$ cat src/design/ivm_pkg.sv
`timescale 1ns / 1ps
// ----------------------------------------------------------------------------
// ivm_pkg
// Shared types, sizes and codes of the interval value map.
// ----------------------------------------------------------------------------
package ivm_pkg;

    localparam int ENTRIES    = 16;
    localparam int KEY_BITS   = 16;
    localparam int VALUE_BITS = 8;

    // table address, stored count (0..ENTRIES), build count (0..ENTRIES+2)
    localparam int IDX_W = (ENTRIES > 1) ? $clog2(ENTRIES) : 1;
    localparam int CNT_W = $clog2(ENTRIES + 1);
    localparam int N_W   = $clog2(ENTRIES + 3);

    localparam int APB_DATA_W = 32;
    localparam int APB_ADDR_W = 3;
    localparam int REG_IDX_W  = APB_ADDR_W - 2;

    localparam logic [REG_IDX_W-1:0] REG_DEFAULT_VALUE = '0;

    localparam logic OP_ASSIGN = 1'b0;
    localparam logic OP_LOOKUP = 1'b1;

    localparam logic ST_DONE = 1'b0;
    localparam logic ST_FULL = 1'b1;

    typedef logic [KEY_BITS-1:0]   t_key;
    typedef logic [VALUE_BITS-1:0] t_val;

    typedef struct packed {
        t_key key;
        t_val value;
    } t_entry;

endpackage

$ cat src/design/ivm_if.sv
`timescale 1ns / 1ps
// ----------------------------------------------------------------------------
// ivm request and response channels
// Valid/ready channels carrying map requests and their results.
// ----------------------------------------------------------------------------
interface ivm_req_if;
    logic            valid;
    logic            ready;
    logic            operation;
    ivm_pkg::t_key   range_start;
    ivm_pkg::t_key   range_end;
    ivm_pkg::t_val   new_value;
    ivm_pkg::t_key   lookup_key;

    modport source (
        output valid, operation, range_start, range_end, new_value, lookup_key,
        input  ready
    );
    modport sink (
        input  valid, operation, range_start, range_end, new_value, lookup_key,
        output ready
    );
endinterface

interface ivm_rsp_if;
    logic            valid;
    logic            ready;
    ivm_pkg::t_val   read_value;
    logic            status;

    modport source (
        output valid, read_value, status,
        input  ready
    );
    modport sink (
        input  valid, read_value, status,
        output ready
    );
endinterface

$ cat src/design/ivm_ram.sv
`timescale 1ns / 1ps
// ----------------------------------------------------------------------------
// ivm_ram
// Generic single write port, single read port RAM with registered read.
// ----------------------------------------------------------------------------
module ivm_ram #(
    parameter int WIDTH = 8,
    parameter int DEPTH = 16,
    localparam int AW   = (DEPTH > 1) ? $clog2(DEPTH) : 1
) (
    input  logic             i_clk,
    input  logic             i_we,
    input  logic [AW-1:0]    i_waddr,
    input  logic [WIDTH-1:0] i_wdata,
    input  logic [AW-1:0]    i_raddr,
    output logic [WIDTH-1:0] o_rdata
);

    logic [WIDTH-1:0] r_mem [DEPTH];
    logic [WIDTH-1:0] r_rdata;

    always_ff @(posedge i_clk) begin
        if (i_we) begin
            r_mem[i_waddr] <= i_wdata;
        end
        r_rdata <= r_mem[i_raddr];
    end

    assign o_rdata = r_rdata;

endmodule

$ cat src/design/ivm_apb_regs.sv
`timescale 1ns / 1ps
// ----------------------------------------------------------------------------
// ivm_apb_regs
// APB register file holding the default value.
// ----------------------------------------------------------------------------
module ivm_apb_regs (
    input  logic                            i_clk,
    input  logic                            i_rst_n,
    input  logic                            psel,
    input  logic                            penable,
    input  logic                            pwrite,
    input  logic [ivm_pkg::APB_ADDR_W-1:0]  paddr,
    input  logic [ivm_pkg::APB_DATA_W-1:0]  pwdata,
    output logic [ivm_pkg::APB_DATA_W-1:0]  prdata,
    output logic                            pready,
    output ivm_pkg::t_val                   o_default_value
);
    import ivm_pkg::*;

    t_val r_default;
    t_val n_default;
    logic wr_stb;

    assign wr_stb = psel && penable && pwrite;

    always_comb begin
        n_default = r_default;
        prdata    = '0;
        unique case (paddr[APB_ADDR_W-1:2])
            REG_DEFAULT_VALUE: begin
                prdata = {{(APB_DATA_W - VALUE_BITS){1'b0}}, r_default};
                if (wr_stb) begin
                    n_default = pwdata[VALUE_BITS-1:0];
                end
            end
            default: begin
                prdata = '0;
            end
        endcase
    end

    always_ff @(posedge i_clk) begin
        if (!i_rst_n) begin
            r_default <= '0;
        end else begin
            r_default <= n_default;
        end
    end

    assign pready          = 1'b1;
    assign o_default_value = r_default;

endmodule

$ cat src/design/ivm_engine.sv
`timescale 1ns / 1ps
// ----------------------------------------------------------------------------
// ivm_engine
// Breakpoint table walker: two ping-pong table banks, merge sequencer and
// result register.
// ----------------------------------------------------------------------------
module ivm_engine (
    input  logic          i_clk,
    input  logic          i_rst_n,
    input  ivm_pkg::t_val i_default_value,
    ivm_req_if.sink       i_req,
    ivm_rsp_if.source     o_rsp
);
    import ivm_pkg::*;

    localparam logic [1:0] S_IDLE = 2'd0;
    localparam logic [1:0] S_WALK = 2'd1;
    localparam logic [1:0] S_DONE = 2'd2;

    localparam logic [1:0] PH_BELOW = 2'd0;
    localparam logic [1:0] PH_MID   = 2'd1;
    localparam logic [1:0] PH_TAIL  = 2'd2;

    logic [1:0]       r_state, n_state;
    logic [1:0]       r_phase, n_phase;
    logic             r_bank, n_bank;
    logic [CNT_W-1:0] r_count, n_count;
    logic [CNT_W-1:0] r_idx, n_idx;
    logic [N_W-1:0]   r_n, n_n;
    logic             r_op, n_op;
    logic             r_assign, n_assign;
    t_key             r_start, n_start;
    t_key             r_end, n_end;
    t_val             r_val, n_val;
    t_val             r_before, n_before;
    t_val             r_at_end, n_at_end;
    logic             r_out_valid, n_out_valid;
    t_val             r_out_value, n_out_value;
    logic             r_out_status, n_out_status;

    t_entry rdata0, rdata1, rd_ent, wr_ent;
    logic   wr_req, wr_en, we0, we1;
    logic   in_tbl, full;

    // both banks read at the same index; the active bank is selected
    ivm_ram #(.WIDTH($bits(t_entry)), .DEPTH(ENTRIES)) u_bank0 (
        .i_clk   (i_clk),
        .i_we    (we0),
        .i_waddr (r_n[IDX_W-1:0]),
        .i_wdata (wr_ent),
        .i_raddr (n_idx[IDX_W-1:0]),
        .o_rdata (rdata0)
    );

    ivm_ram #(.WIDTH($bits(t_entry)), .DEPTH(ENTRIES)) u_bank1 (
        .i_clk   (i_clk),
        .i_we    (we1),
        .i_waddr (r_n[IDX_W-1:0]),
        .i_wdata (wr_ent),
        .i_raddr (n_idx[IDX_W-1:0]),
        .o_rdata (rdata1)
    );

    assign rd_ent = r_bank ? rdata1 : rdata0;
    assign in_tbl = r_idx < r_count;
    assign full   = r_n > N_W'(ENTRIES);
    // entries past capacity are never stored; the build is dropped anyway
    assign wr_en  = wr_req && (r_n < N_W'(ENTRIES));
    assign we0    = wr_en && r_bank;
    assign we1    = wr_en && !r_bank;

    assign i_req.ready  = (r_state == S_IDLE);
    assign o_rsp.valid  = r_out_valid;
    assign o_rsp.read_value = r_out_value;
    assign o_rsp.status = r_out_status;

    always_comb begin
        n_state      = r_state;
        n_phase      = r_phase;
        n_bank       = r_bank;
        n_count      = r_count;
        n_idx        = r_idx;
        n_n          = r_n;
        n_op         = r_op;
        n_assign     = r_assign;
        n_start      = r_start;
        n_end        = r_end;
        n_val        = r_val;
        n_before     = r_before;
        n_at_end     = r_at_end;
        n_out_valid  = r_out_valid && !o_rsp.ready;
        n_out_value  = r_out_value;
        n_out_status = r_out_status;
        wr_req       = 1'b0;
        wr_ent       = rd_ent;

        unique case (r_state)
            S_IDLE: begin
                n_idx = '0;
                if (i_req.valid) begin
                    n_op     = i_req.operation;
                    n_start  = i_req.range_start;
                    n_end    = i_req.range_end;
                    n_val    = i_req.new_value;
                    n_before = i_default_value;
                    n_at_end = i_default_value;
                    n_n      = '0;
                    n_assign = 1'b0;
                    if (i_req.operation == OP_LOOKUP) begin
                        n_end   = i_req.lookup_key;
                        n_phase = PH_MID;
                        n_state = S_WALK;
                    end else if (i_req.range_start < i_req.range_end) begin
                        n_assign = 1'b1;
                        n_phase  = PH_BELOW;
                        n_state  = S_WALK;
                    end else begin
                        // empty range: nothing to change
                        n_state = S_DONE;
                    end
                end
            end
            S_WALK: begin
                unique case (r_phase)
                    PH_BELOW: begin
                        if (in_tbl && (rd_ent.key < r_start)) begin
                            wr_req   = 1'b1;
                            n_n      = r_n + N_W'(1);
                            n_before = rd_ent.value;
                            n_at_end = rd_ent.value;
                            n_idx    = r_idx + CNT_W'(1);
                        end else begin
                            n_phase = PH_MID;
                            if (r_val != r_before) begin
                                wr_req       = 1'b1;
                                wr_ent.key   = r_start;
                                wr_ent.value = r_val;
                                n_n          = r_n + N_W'(1);
                            end
                        end
                    end
                    PH_MID: begin
                        if (in_tbl && (rd_ent.key <= r_end)) begin
                            n_at_end = rd_ent.value;
                            n_idx    = r_idx + CNT_W'(1);
                        end else if (r_op == OP_LOOKUP) begin
                            n_state = S_DONE;
                        end else begin
                            n_phase = PH_TAIL;
                            // old value resumes at the range end
                            if (r_at_end != r_val) begin
                                wr_req       = 1'b1;
                                wr_ent.key   = r_end;
                                wr_ent.value = r_at_end;
                                n_n          = r_n + N_W'(1);
                            end
                        end
                    end
                    PH_TAIL: begin
                        if (in_tbl) begin
                            wr_req = 1'b1;
                            n_n    = r_n + N_W'(1);
                            n_idx  = r_idx + CNT_W'(1);
                        end else begin
                            n_state = S_DONE;
                        end
                    end
                    default: begin
                        n_state = S_DONE;
                    end
                endcase
            end
            S_DONE: begin
                n_idx = '0;
                if (!r_out_valid || o_rsp.ready) begin
                    n_out_valid  = 1'b1;
                    n_out_value  = (r_op == OP_LOOKUP) ? r_at_end : '0;
                    n_out_status = (r_assign && full) ? ST_FULL : ST_DONE;
                    if (r_assign && !full) begin
                        n_bank  = !r_bank;
                        n_count = r_n[CNT_W-1:0];
                    end
                    n_state = S_IDLE;
                end
            end
            default: begin
                n_state = S_IDLE;
            end
        endcase
    end

    always_ff @(posedge i_clk) begin
        if (!i_rst_n) begin
            r_state     <= S_IDLE;
            r_phase     <= PH_BELOW;
            r_bank      <= 1'b0;
            r_count     <= '0;
            r_idx       <= '0;
            r_n         <= '0;
            r_assign    <= 1'b0;
            r_out_valid <= 1'b0;
        end else begin
            r_state     <= n_state;
            r_phase     <= n_phase;
            r_bank      <= n_bank;
            r_count     <= n_count;
            r_idx       <= n_idx;
            r_n         <= n_n;
            r_assign    <= n_assign;
            r_out_valid <= n_out_valid;
        end
    end

    always_ff @(posedge i_clk) begin
        r_op         <= n_op;
        r_start      <= n_start;
        r_end        <= n_end;
        r_val        <= n_val;
        r_before     <= n_before;
        r_at_end     <= n_at_end;
        r_out_value  <= n_out_value;
        r_out_status <= n_out_status;
    end

endmodule

$ cat src/design/interval_value_map.sv
`timescale 1ns / 1ps
// ----------------------------------------------------------------------------
// interval_value_map
// Piecewise-constant key to value map with range assign and key lookup.
// ----------------------------------------------------------------------------
// The map is a sorted table of up to ENTRIES breakpoints; a key below the
// first breakpoint reads the default value register (APB offset 0). An
// assign request gives [range_start, range_end) the new value and keeps the
// table canonical; an empty range changes nothing, and an assign whose
// result would not fit is dropped with status 1. A lookup returns the value
// at lookup_key. Every request yields exactly one result. The table lives in
// two banks of RAM: a request streams the active bank one entry per cycle
// and an assign writes the merged table into the other bank, which becomes
// active only when the assign succeeds. The bank walk sets the request to
// request spacing: an assign walks all N stored breakpoints, a lookup walks
// the breakpoints at or below the key, and an empty range skips the walk.
// A new request is taken only when the walker is back in idle; one finished
// result can wait in the output register while the next request is taken;
// there is no clearing pass after reset.
// ----------------------------------------------------------------------------
module interval_value_map (
    input  logic                            i_clk,
    input  logic                            i_rst_n,
    input  logic                            psel,
    input  logic                            penable,
    input  logic                            pwrite,
    input  logic [ivm_pkg::APB_ADDR_W-1:0]  paddr,
    input  logic [ivm_pkg::APB_DATA_W-1:0]  pwdata,
    output logic [ivm_pkg::APB_DATA_W-1:0]  prdata,
    output logic                            pready,
    ivm_req_if.sink                         i_req,
    ivm_rsp_if.source                       o_rsp
);
    import ivm_pkg::*;

    t_val default_value;

    // config registers
    ivm_apb_regs u_regs (
        .i_clk           (i_clk),
        .i_rst_n         (i_rst_n),
        .psel            (psel),
        .penable         (penable),
        .pwrite          (pwrite),
        .paddr           (paddr),
        .pwdata          (pwdata),
        .prdata          (prdata),
        .pready          (pready),
        .o_default_value (default_value)
    );

    // table walker and result register
    ivm_engine u_engine (
        .i_clk           (i_clk),
        .i_rst_n         (i_rst_n),
        .i_default_value (default_value),
        .i_req           (i_req),
        .o_rsp           (o_rsp)
    );

`ifndef SYNTHESIS
    // a result carries either a lookup value or a full flag, never both
    a_rsp_exclusive: assert property (@(posedge i_clk) disable iff (!i_rst_n)
        o_rsp.valid |-> !((o_rsp.status == ST_FULL) && (o_rsp.read_value != '0)))
        else $error("result carries both a value and a full flag");

    // one request at a time: the walker is busy right after taking one
    a_busy_after_req: assert property (@(posedge i_clk) disable iff (!i_rst_n)
        (i_req.valid && i_req.ready) |=> !i_req.ready)
        else $error("request taken while walker busy");

    // a new result is loaded only from the finishing state, never from idle
    a_rsp_from_walk: assert property (@(posedge i_clk) disable iff (!i_rst_n)
        $rose(o_rsp.valid) |-> !$past(i_req.ready))
        else $error("result appeared without a request in flight");
`endif

endmodule
$ cat src/flat_wrapper.sv
// flat-port wrapper written by rule: the top's interface ports become plain ports
module interval_value_map_flat import ivm_pkg::*;
  (i_clk, i_rst_n, psel, penable, pwrite, paddr, pwdata, prdata, pready, i_req_valid, i_req_operation, i_req_range_start, i_req_range_end, i_req_new_value, i_req_lookup_key, i_req_ready, o_rsp_valid, o_rsp_read_value, o_rsp_status, o_rsp_ready);
  ivm_req_if i_req_i ();
  ivm_rsp_if o_rsp_i ();
  input  logic i_clk;
  input  logic i_rst_n;
  input  logic psel;
  input  logic penable;
  input  logic pwrite;
  input  logic [ivm_pkg::APB_ADDR_W-1:0] paddr;
  input  logic [ivm_pkg::APB_DATA_W-1:0] pwdata;
  output logic [ivm_pkg::APB_DATA_W-1:0] prdata;
  output logic pready;
  input wire logic [$bits(i_req_i.valid)-1:0] i_req_valid;
  input wire logic [$bits(i_req_i.operation)-1:0] i_req_operation;
  input wire logic [$bits(i_req_i.range_start)-1:0] i_req_range_start;
  input wire logic [$bits(i_req_i.range_end)-1:0] i_req_range_end;
  input wire logic [$bits(i_req_i.new_value)-1:0] i_req_new_value;
  input wire logic [$bits(i_req_i.lookup_key)-1:0] i_req_lookup_key;
  output wire logic [$bits(i_req_i.ready)-1:0] i_req_ready;
  output wire logic [$bits(o_rsp_i.valid)-1:0] o_rsp_valid;
  output wire logic [$bits(o_rsp_i.read_value)-1:0] o_rsp_read_value;
  output wire logic [$bits(o_rsp_i.status)-1:0] o_rsp_status;
  input wire logic [$bits(o_rsp_i.ready)-1:0] o_rsp_ready;
  assign i_req_i.valid = i_req_valid;
  assign i_req_i.operation = i_req_operation;
  assign i_req_i.range_start = i_req_range_start;
  assign i_req_i.range_end = i_req_range_end;
  assign i_req_i.new_value = i_req_new_value;
  assign i_req_i.lookup_key = i_req_lookup_key;
  assign i_req_ready = i_req_i.ready;
  assign o_rsp_valid = o_rsp_i.valid;
  assign o_rsp_read_value = o_rsp_i.read_value;
  assign o_rsp_status = o_rsp_i.status;
  assign o_rsp_i.ready = o_rsp_ready;
  interval_value_map u_core (.i_clk(i_clk), .i_rst_n(i_rst_n), .psel(psel), .penable(penable), .pwrite(pwrite), .paddr(paddr), .pwdata(pwdata), .prdata(prdata), .pready(pready), .i_req(i_req_i), .o_rsp(o_rsp_i));
endmodule
$ cat config.mk
export PLATFORM = sky130hd
export DESIGN_NAME = interval_value_map_flat
export DESIGN_NICKNAME = d
export VERILOG_FILES = /design/src/design/ivm_pkg.sv /design/src/design/ivm_if.sv /design/src/design/ivm_ram.sv /design/src/design/ivm_apb_regs.sv /design/src/design/ivm_engine.sv /design/src/design/interval_value_map.sv /design/src/flat_wrapper.sv
export SDC_FILE = /design/constraint.sdc
export NUM_CORES = 1
export LEC_CHECK = 0
export ABC_CLOCK_PERIOD_IN_PS = 9470
export BUFFER_PORTS_ARGS = -buffer_cell sky130_fd_sc_hd__buf_4
export CORE_ASPECT_RATIO = 0.8
export CORE_MARGIN = 5
export CORE_UTILIZATION = 57
export CTS_CLUSTER_DIAMETER = 200
export CTS_CLUSTER_SIZE = 28
export DETAILED_ROUTE_END_ITERATION = 8
export GPL_ROUTABILITY_DRIVEN = 0
export HOLD_SLACK_MARGIN = 0.12
export PLACE_DENSITY = 0.85
export SLEW_MARGIN = 20
export SYNTH_ARGS = -nofsm -noshare
export SYNTH_HDL_FRONTEND = slang
export SYNTH_SLANG_ARGS = --single-unit
export TNS_END_PERCENT = 50
$ cat constraint.sdc
create_clock -name i_clk -period 9.47 [get_ports i_clk]
set_input_delay 0.947 -clock i_clk [delete_from_list [all_inputs] [get_ports i_clk]]
set_output_delay 0.947 -clock i_clk [all_outputs]
set_load 0.05 [all_outputs]
Word level (Yosys, flattened, before mapping):

Memories as Yosys holds them, arrays and structs flattened. A register that Yosys moved wholly into a read port is not among the register bits.
Cells that the tools add are included.

* add/subtract/negate cells: 2
* magnitude comparators: 6
* equality and inequality tests: 24
* muxes and demuxes: 65
* reduce and logical (&&, ||, !) cells: 30
* bitwise operators: 1

Operators with widths (count)
* two-way mux 24 bit: 7
* two-way mux 5 bit: 10
* case mux 24 bit (2 select lines): 1
* case mux 8 bit (2 select lines): 3
* two-way mux 8 bit: 5
* less-than comparator 16 bit: 2
* case mux 5 bit (3 select lines): 2
* inequality test 3 bit (second input constant): 9
* two-way mux 2 bit: 13
* case mux 5 bit (2 select lines): 2
* <= comparator 16 bit: 1
* two-way mux 1 bit: 16
* two-way mux 16 bit: 1
* inequality test 8 bit: 2
* case mux 2 bit (3 select lines): 2
* adder 5 x 1 -> 5 bit (second input constant): 2
* logical AND 1 bit: 10
* AND reduction 5 bit: 2
* inequality test 2 bit (second input constant): 4
* case mux 2 bit (2 select lines): 2
* AND reduction 8 bit: 1
* AND reduction 7 bit: 1
* AND reduction 2 bit: 3
* AND reduction 6 bit: 1
* other kinds (19): 26

* output and inout port bits: 44
* memories: 2
* input bits: 99
* bits in registers: 96
* word-level logic and storage cells: 148
* memory bits (writable): 768

Memory list
* u_core.u_engine.u_bank0.r_mem: depth 16, bits a word 24, read ports 1, clocked after Yosys merged registers in 1, wr ports 1, line ivm_ram.sv:19 `logic [WIDTH-1:0] r_mem [DEPTH];`
* u_core.u_engine.u_bank1.r_mem: depth 16, bits a word 24, read ports 1, clocked after Yosys merged registers in 1, wr ports 1, line ivm_ram.sv:19

Longest topological paths before layout:

Gate-level depths: netlist of the first run.

* word-level depth: 10
* gate-level depth with buffers: 17

By module:

Synthesis of the first run repeated with hierarchy kept, for this count alone.

* cell total of the unflattened synthesis: 1929
* area total of the unflattened synthesis: 36233.5 µm²

By module, submodules not included
* ivm_ram: cells each 636, times used 2, sequential area each 12011.5 µm², area an instance 14930.6 µm²
* ivm_engine: cells each 586, times used 1, sequential area each 2422.3 µm², area an instance 5775.5 µm²
* ivm_apb_regs: cells each 71, times used 1, sequential area each 160.2 µm², area an instance 596.8 µm²

Worst setup path before layout of the first run:

No wires, ideal clock.

* path type: register to register
* start point: register u_core.u_engine.r_bank
* end point: memory u_core.u_engine.u_bank0.r_mem[0][0] (netlist bit) (data pin)
* path slack: 4.359 ns
* arrival time: 4.633 ns
* stages on the path, launching flop included: 14
* library setup time: 0.479 ns
* cell sequence: dfxtp_1 > buf_6 > clkbuf_1 > mux2_2 > ha_1 > nand4_2 > nor4_2 > a21bo_1 > and3_4 > o21a_1 > nor3_1 > inv_1 > o2bb2ai_1 > a221oi_1

* cells in the longest elaborated chain, start to end: 6
* elaborated cells between the ends (all ways): 12
* classes of those cells: order compare (2); mux (8); reduce/logical (2)

RTL lines
* start: declaration: line ivm_engine.sv:26 `logic r_bank, n_bank;`
* start signal: assignment: line ivm_engine.sv:205 `r_bank <= n_bank;`
* two-way mux 24 bit *: line ivm_engine.sv:64 `assign rd_ent = r_bank ? rdata1 : rdata0;`
* <= comparator 16 bit, or another cell as far along: line ivm_engine.sv:143 `if (in_tbl && (rd_ent.key <= r_end)) begin`
* logical AND 1 bit, or another cell as far along: line ivm_engine.sv:143
* two-way mux 24 bit (on tied branches): line ivm_engine.sv:143, ivm_engine.sv:126
* case mux 24 bit (2 select lines): line ivm_engine.sv:124 `unique case (r_phase)`
* two-way mux 24 bit *: line ivm_engine.sv:97 `unique case (r_state)`
* net u_core.u_engine.u_bank0.i_wdata[0]: line ivm_ram.sv:14 `input logic [WIDTH-1:0] i_wdata,`
* end: declaration: line ivm_ram.sv:19

The timed path passes the listed nets; every way through them passes the cells marked *.

Final worst setup path of the first run:

* start point: register u_core.u_engine.r_bank
* end point: register u_core.u_engine.u_bank1.r_rdata[10], in the netlist u_core.u_engine.u_bank1.o_rdata[10], read port of u_core.u_engine.u_bank1.r_mem

* cells in the longest elaborated chain, start to end: 6
* elaborated cells between the ends (all ways): 9
* classes of those cells: order compare (2); mux (5); reduce/logical (2)

RTL lines
* two-way mux 24 bit *: line ivm_engine.sv:64
* <= comparator 16 bit / less-than comparator 16 bit (equally long branches): line ivm_engine.sv:143, ivm_engine.sv:126
* logical AND 1 bit (on tied branches): line ivm_engine.sv:143, ivm_engine.sv:126
* two-way mux 5 bit (on tied branches): line ivm_engine.sv:143, ivm_engine.sv:126
* case mux 5 bit (3 select lines) *: line ivm_engine.sv:124
* case mux 5 bit (2 select lines) *: line ivm_engine.sv:97
* end: declaration: line ivm_ram.sv:20 `logic [WIDTH-1:0] r_rdata;`

Mark *: on every way between the ends. The rest lies on a longest branch, timed or not. The select of a mux whose other input is x is not followed.
A chain may end at the register's enable or synchronous reset.

==> results of run 1 <==
-- placed cells by master, fill, tap and decap left out, drive strengths merged, types with 9 or more instances in the layout --
master  instances
conb           25
a21o           12
ha             55
mux2           14
buf           154
a21oi          78
nor3           18
o22ai          35
nand2          72
o21ai          30
edfxtp        834
and2           14
xor2           12
dfxtp          78
clkbuf         65
mux2i         161
nor2           78
a211oi         11
inv            75
mux4          192
xnor2          11
nor2b          15
nand3           9
-- flip-flops by register name, summed over array words and instances, names as in the netlist, 8 cells and up --
signal and flops:
u_core.u_engine.u_bank1.r_mem 384, u_core.u_regs.o_default_value 8, u_core.u_engine.r_end 16, u_core.u_engine.r_at_end 8, u_core.u_engine.r_start 16, u_core.u_engine.u_bank0.o_rdata 24, u_core.u_engine.u_bank0.r_mem 384, u_core.u_engine.r_before 8
u_core.u_engine.r_val 8, u_core.u_engine.o_rsp.read_value 8, u_core.u_engine.u_bank1.o_rdata 24
-- per-stage QoR --
step | util | hold WS [ns] | std cells | worst slack (ns)
5_1_grt | 0.622 | 0.510 | 2967 | 2.65
3_5_place_dp | 0.604 | 0.476 | 2899 | 3.15
2_1_floorplan | - | 0.445 | 2012 | 4.36
4_1_cts | 0.621 | 0.497 | 2967 | 3.06
6_report | 0.622 | 0.497 | 2967 | 3.04
3_3_place_gp | 0.604 | 0.460 | 2898 | 3.16
-- logic make-up (layout without fill, tap and decap cells) --
logic type / after synthesis / count (layout)
AND/OR/NAND/NOR: 244 / 244
flip-flops: 912 / 912
adder cells (fa/ha/maj): 55 / 55
buffers and inverters: 191 / 296
other: 2 / 25
multiplexers: 367 / 367
AO/OA/AOI/OAI: 195 / 195
XOR/XNOR: 23 / 23
-- final cells by class --
| class | count | area (sq um) | area share |
|---|---|---|---|
| sequential | 912 | 26600 | 0.663 |
| timing repair buffer | 154 | 1200 | 0.0298 |
| multi-input combinational | 909 | 9890 | 0.246 |
| clock inverter | 3 | 52.6 | 0.00131 |
| clock buffer | 65 | 1050 | 0.0262 |
| tap | 850 | 1060 | 0.0265 |
| inverter | 74 | 278 | 0.00692 |
-- report_power, final --
group | internal [mW] | switching [mW]
registers | 4.52 | 0.0320
clock network | 0.782 | 1.16
logic | 0.123 | 0.323
-- layer usage --
layer | wire length (um) | vias to the layer above | global-route usage | share of wire
met1 | 32500 | 9968 | 0.344 | 0.40
met2 | 38600 | 1220 | 0.359 | 0.47
met5 | 0 | - | 0 | 0
met3 | 9560 | 100 | 0.0516 | 0.12
li1 | - | 8018 | - | -
met4 | 1290 | 0 | 0.0413 | 0.016
-- how the worst min path moves through the flow --
stage	startpoint	end	slack, ns	depth (start not counted)
6_report	u_core.u_regs.o_default_value[3]	u_core.u_regs.o_default_value[3]	0.50	2
5_1_grt	i_req_new_value[1]	u_core.u_engine.r_val[1]	0.51	1
2_1_floorplan	u_core.u_regs.o_default_value[0]	u_core.u_regs.o_default_value[0]	0.45	2
3_3_place_gp	u_core.u_regs.o_default_value[6]	u_core.u_regs.o_default_value[6]	0.46	2
4_1_cts	u_core.u_regs.o_default_value[3]	u_core.u_regs.o_default_value[3]	0.50	2
3_5_place_dp	u_core.u_regs.o_default_value[3]	u_core.u_regs.o_default_value[3]	0.48	2
-- worst register-to-register path, delay by kind of cell (launching register included) --
family / cells / cell delay [ns]
and+or+nand+nor: 2 / 0.42
buffers and inverters: 4 / 2.16
muxes: 5 / 1.88
adders and majority gates: 1 / 0.33
AOI/OAI and AO/OA: 4 / 0.59
DFF: 1 / 0.92
==> impl_metrics.json, run 1 <==
{
  "antenna_found_initial": 1,
  "fp-row-count": 83,
  "r2r_start": "u_core.u_engine.r_bank",
  "coreArea_sq_mm": 0.0645,
  "powerDensity_mw_per_mm2": 173,
  "ioPinCount": 143,
  "cp.depth": 16,
  "drt_first_pass_iters": 6,
  "dieArea_sq_mm": 0.0706,
  "crit_slowest_cell": "dfxtp_1",
  "synth_top_area_share": 0.672,
  "drt_iter0_drc": 2666,
  "rr_endpoint": "u_core.u_engine.u_bank1.o_rdata[10]",
  "worstPathCellList": "buf_4 > mux2i_1 > inv_1 > ha_1 > o211ai_1 > a31oi_1 > o2111ai_1 > and3_4 > and3b_4 > o21ai_1 > mux2i_4 > buf_12 > buf_4 > mux4_2 > mux2i_1 > mux2i_1",
  "reg2regPathDepth": 16,
  "cp-start-kind": "flop",
  "routed_wl_mm": 81.9,
  "power_mw": 6.94,
  "synth_top_family_by_area": "multiplexers",
  "worstSetupPathType": "reg -> reg",
  "yosysUniqueCellTypes": 66,
  "min_path_type": "reg -> reg",
  "status": "finished clean",
  "synth_edf_count": 834,
  "htree_levels": 2,
  "grt_max_degree": 128,
  "clock-sinks": 912,
  "fin_area_sq_mm": 0.0401,
  "grt_use_total": 0.230,
  "yosys-top-cells-count": "edfxtp_1 (834), mux4_2 (163), mux2i_1 (160)",
  "die_h_um": 239,
  "yosys_warnings": 0,
  "crit_path_end_kind": "flop",
  "yosysSeqAreaShare": 0.714,
  "grt_pass1_vias": 19200,
  "grt_pass1_wl_mm": 122,
  "critPathArrivalTime_ns": 6.88,
  "grt_setup_unrepaired": "false",
  "crit_family": "buffers and inverters",
  "cts_made_buffers": 38,
  "root_buffer": "clkbuf_16",
  "worst-r2r-setup-slack_ns": 3.04,
  "synthCells": 1989,
  "skew_ns": 0.0295,
  "hold_viol": 0,
  "yosys-mux-area-fraction": 0.167,
  "die_w_um": 296,
  "max_freq_mhz": 155,
  "synthAdderAreaFrac": 0.0185,
  "setup_tns_ns": 0,
  "maxSlewViolCount": 0,
  "antenna_cells": 0,
  "drive_gt1_frac": 0.212,
  "slew_headroom": 0.252,
  "synth-compound-area-share": 0.0319,
  "endpoint": "u_core.u_engine.u_bank1.o_rdata[10]",
  "synth-seq-cells": 912,
  "leakage_nw": 13.4,
  "layout.nets": 2243,
  "yosysMostFrequentCell": "edfxtp_1",
  "fillCellCount": 4208,
  "tightest_slew_ns": 1.12,
  "slowest_delay_ns": 0.92,
  "drv_cap": 0,
  "clock_path_buffers": 3,
  "clkTransAtPathRegs_ns": 0.11,
  "synthTopCellsByArea": "edfxtp_1 (67%), mux4_2 (9.9%), mux2i_1 (4.3%), dfxtp_1 (4.2%), mux4_1 (2.0%)",
  "cp.buffers_inverters": 4,
  "synth_simple_gate_area_frac": 0.0320,
  "required_ns": 9.92,
  "cts_resized": 0,
  "yosys.area_share.xor_xnor": 0.00541,
  "holdBufCountCts": 0,
  "tritoncts": "built",
  "cp_max_fo": 127,
  "wl_per_cell_um": 27.6,
  "place_hpwl_mm": 49.1,
  "setup-violations-final": 0,
  "synth.avg_cell_area_sq_um": 18.7,
  "io_buffer_count": 91,
  "yosysTopAreaCell": "edfxtp_1",
  "final.min_clock_period_ns": 6.43,
  "drc": 0,
  "clk_latency_ns": 0.60,
  "async_reset_ff_frac": 0,
  "postCtsSetupBuffers": 0,
  "critPathLaunch": "u_core.u_engine.r_bank",
  "grt-ovfl-total": 0,
  "ir_worst_vdd_v": 0.000135,
  "vias": 19300,
  "path_common_cell": "mux2i_1",
  "place_area_sq_mm": 0.0390,
  "ys.flop_type": "edfxtp_1",
  "fin_crit_sh": 0.679,
  "via_per_inst": 6.51,
  "synth_area_sq_mm": 0.0373,
  "ant_nets": 0,
  "initial_core_util": 0.578,
  "area_growth_pct": 7.69
}
(Power assumes the default switching activity.)
==> run 2: changes to the inputs <==
--- a/config.mk
+++ b/config.mk
@@ -5,17 +5,17 @@
 export SDC_FILE = /design/constraint.sdc
 export NUM_CORES = 1
 export LEC_CHECK = 0
-export ABC_CLOCK_PERIOD_IN_PS = 9470
+export ABC_CLOCK_PERIOD_IN_PS = 5800
 export BUFFER_PORTS_ARGS = -buffer_cell sky130_fd_sc_hd__buf_4
 export CORE_ASPECT_RATIO = 0.8
 export CORE_MARGIN = 5
-export CORE_UTILIZATION = 57
+export CORE_UTILIZATION = 56
 export CTS_CLUSTER_DIAMETER = 200
 export CTS_CLUSTER_SIZE = 28
 export DETAILED_ROUTE_END_ITERATION = 8
 export GPL_ROUTABILITY_DRIVEN = 0
 export HOLD_SLACK_MARGIN = 0.12
-export PLACE_DENSITY = 0.85
+export PLACE_DENSITY = 0.87
 export SLEW_MARGIN = 20
 export SYNTH_ARGS = -nofsm -noshare
 export SYNTH_HDL_FRONTEND = slang
==> constraint.sdc (replaced) <==
create_clock -name i_clk -period 5.8 [get_ports i_clk]
set_input_delay 0.58 -clock i_clk [delete_from_list [all_inputs] [get_ports i_clk]]
set_output_delay 0.58 -clock i_clk [all_outputs]
set_load 0.05 [all_outputs]
==> run 2 against run 1 <==
Effect of this change: final cell count rose by 1.4%; total power rose by 64%; flip-flop and latch count did not move; combinational power rose by 62%; largest cell class unchanged; wire length rose by 2.5%; die area rose by 1.7%; hold slack got worse by 0.35 ns; clock skew fell by 0.0051 ns; global-route usage rose by 0.22 points.
==> impl_metrics.json, run 2 (synthesis results as in run 1) <==
{
  "reg2regPathDepth": 14,
  "status": "finished clean",
  "die_w_um": 298,
  "final.min_clock_period_ns": 5.37,
  "place_hpwl_mm": 51.0,
  "leakage_nw": 13.6,
  "rr_endpoint": "u_core.u_engine.u_bank1.r_mem[0][0]",
  "clock-sinks": 912,
  "worst-r2r-setup-slack_ns": 0.43,
  "coreArea_sq_mm": 0.0658,
  "required_ns": 6.06,
  "fin_crit_sh": 0.927,
  "r2r_start": "u_core.u_engine.r_bank",
  "slew_headroom": 0.470,
  "area_growth_pct": 8.53,
  "antenna_cells": 0,
  "htree_levels": 2,
  "final_common_cell": "edfxtp_1",
  "skew_ns": 0.0245,
  "cts_made_buffers": 38,
  "initial_core_util": 0.566,
  "final_cell_mix": "edfxtp_1 (834), buf_4 (171), mux4_2 (163)",
  "hold_depth": 1,
  "antenna_found_initial": 1,
  "tightest_slew_ns": 0.773,
  "cp_max_fo": 21,
  "ir_worst_vdd_v": 0.000223,
  "clk_latency_ns": 0.60,
  "ioPinCount": 143,
  "maxSlewViolCount": 0,
  "tritoncts": "built",
  "grt_max_degree": 65,
  "ant_nets": 0,
  "grt_pass1_vias": 19400,
  "min_path_type": "in -> reg",
  "setup_tns_ns": 0,
  "dieArea_sq_mm": 0.0718,
  "drv_cap": 0,
  "grt_setup_unrepaired": "false",
  "max_freq_mhz": 186,
  "root_buffer": "clkbuf_16",
  "vias": 19500,
  "grt-ovfl-total": 0,
  "io_buffer_count": 91,
  "critPathArrivalTime_ns": 5.64,
  "layout.nets": 2272,
  "reg.largest.list": "u_core.u_engine.u_bank0.r_mem: 384 flops, u_core.u_engine.u_bank1.r_mem: 384 flops",
  "clkTransAtPathRegs_ns": 0.12,
  "drt_first_pass_iters": 5,
  "drive_gt1_frac": 0.223,
  "grt_pass1_wl_mm": 125,
  "drc": 0,
  "grt_use_total": 0.232,
  "worstSetupPathType": "reg -> reg",
  "cp-start-kind": "flop",
  "clock_path_buffers": 3,
  "fp-row-count": 84,
  "hold_viol": 0,
  "die_h_um": 241,
  "hp-start": "i_req_new_value[6]",
  "holdWs_ns": 0.150,
  "routed_wl_mm": 84.0,
  "min_to": "u_core.u_engine.r_val[6]",
  "powerDensity_mw_per_mm2": 281,
  "power_mw": 11.4,
  "wl_per_cell_um": 27.9,
  "postCtsSetupBuffers": 0,
  "holdBufCountCts": 0,
  "setup-violations-final": 0,
  "drt_iter0_drc": 2633,
  "crit_path_end_kind": "flop",
  "via_per_inst": 6.49
}
==> run 2: cell types whose count changed in the layout (fill, tap and decap cells not counted), sizes merged <==
cell	delta
buf	+29
clkbuf	+2
clkinv	-1
inv	+1
==> run 2: worst max-delay path by stage <==
stage                            from                                  end  slack (ns)
2_1_floorplan  u_core.u_engine.r_bank  u_core.u_engine.u_bank0.r_mem[0][0]        0.69
3_3_place_gp   u_core.u_engine.r_bank  u_core.u_engine.u_bank1.r_mem[5][7]        0.47
3_5_place_dp   u_core.u_engine.r_bank  u_core.u_engine.u_bank1.r_mem[5][7]        0.40
4_1_cts        u_core.u_engine.r_bank  u_core.u_engine.u_bank1.r_mem[5][8]        0.26
5_1_grt        u_core.u_engine.r_bank  u_core.u_engine.u_bank1.o_rdata[15]        0.20
6_report       u_core.u_engine.r_bank  u_core.u_engine.u_bank1.r_mem[0][0]        0.43
==> run 2: through the flow <==
step | setup WS [ns] | cell area, sq um | std cells | util
finish | 0.425 | 40400 | 3008 | 0.615
CTS | 0.261 | 40400 | 3008 | 0.614
global route | 0.195 | 40400 | 3008 | 0.615
floorplan | 0.689 | 37400 | 2012 | -
detailed placement | 0.402 | 39300 | 2938 | 0.597
global placement | 0.466 | 39300 | 2938 | 0.597
==> run 2: critical path, cell delays in order, from the launching register on <==
cell	delay, ns
dfxtp_1	0.78
mux2i_1	0.63
inv_1	0.16
ha_1	0.37
nand4_2	0.11
nor4_2	0.34
a21bo_1	0.26
and3_4	0.16
o21a_1	0.19
nor3_2	0.16
a21oi_1	0.09
o21ai_1	0.43
nand2_1	0.52
nor2_2	0.40
buf_4	0.41
==> run 2: cell type report <==
type	count	area, sq um
multi-input combinational	909	9840
inverter	74	278
fill	4327	25300
sequential	912	26600
timing repair buffer	183	1520
tap	860	1080
clock buffer	67	1080
clock inverter	3	45.0
==> run 2: per-layer routing <==
metal / share of wire / GRT usage
met1: 0.39 / 0.337
met4: 0.020 / 0.0503
met2: 0.47 / 0.372
met5: 0 / 0
met3: 0.11 / 0.0502
==> run 2: timing repair <==
item,CTS,global route
endpoints found under the hold margin,0,0
gates resized for setup,0,5
setup endpoints to repair,0,103
==> run 2: power breakdown <==
group	switching (mW)	internal (mW)	leakage, nW	total (mW)
clock	1.90	1.31	0.535	3.20
sequential	0.0578	7.38	8.19	7.44
combinational	0.518	0.204	4.90	0.722
total	2.47	8.89	13.6	11.4
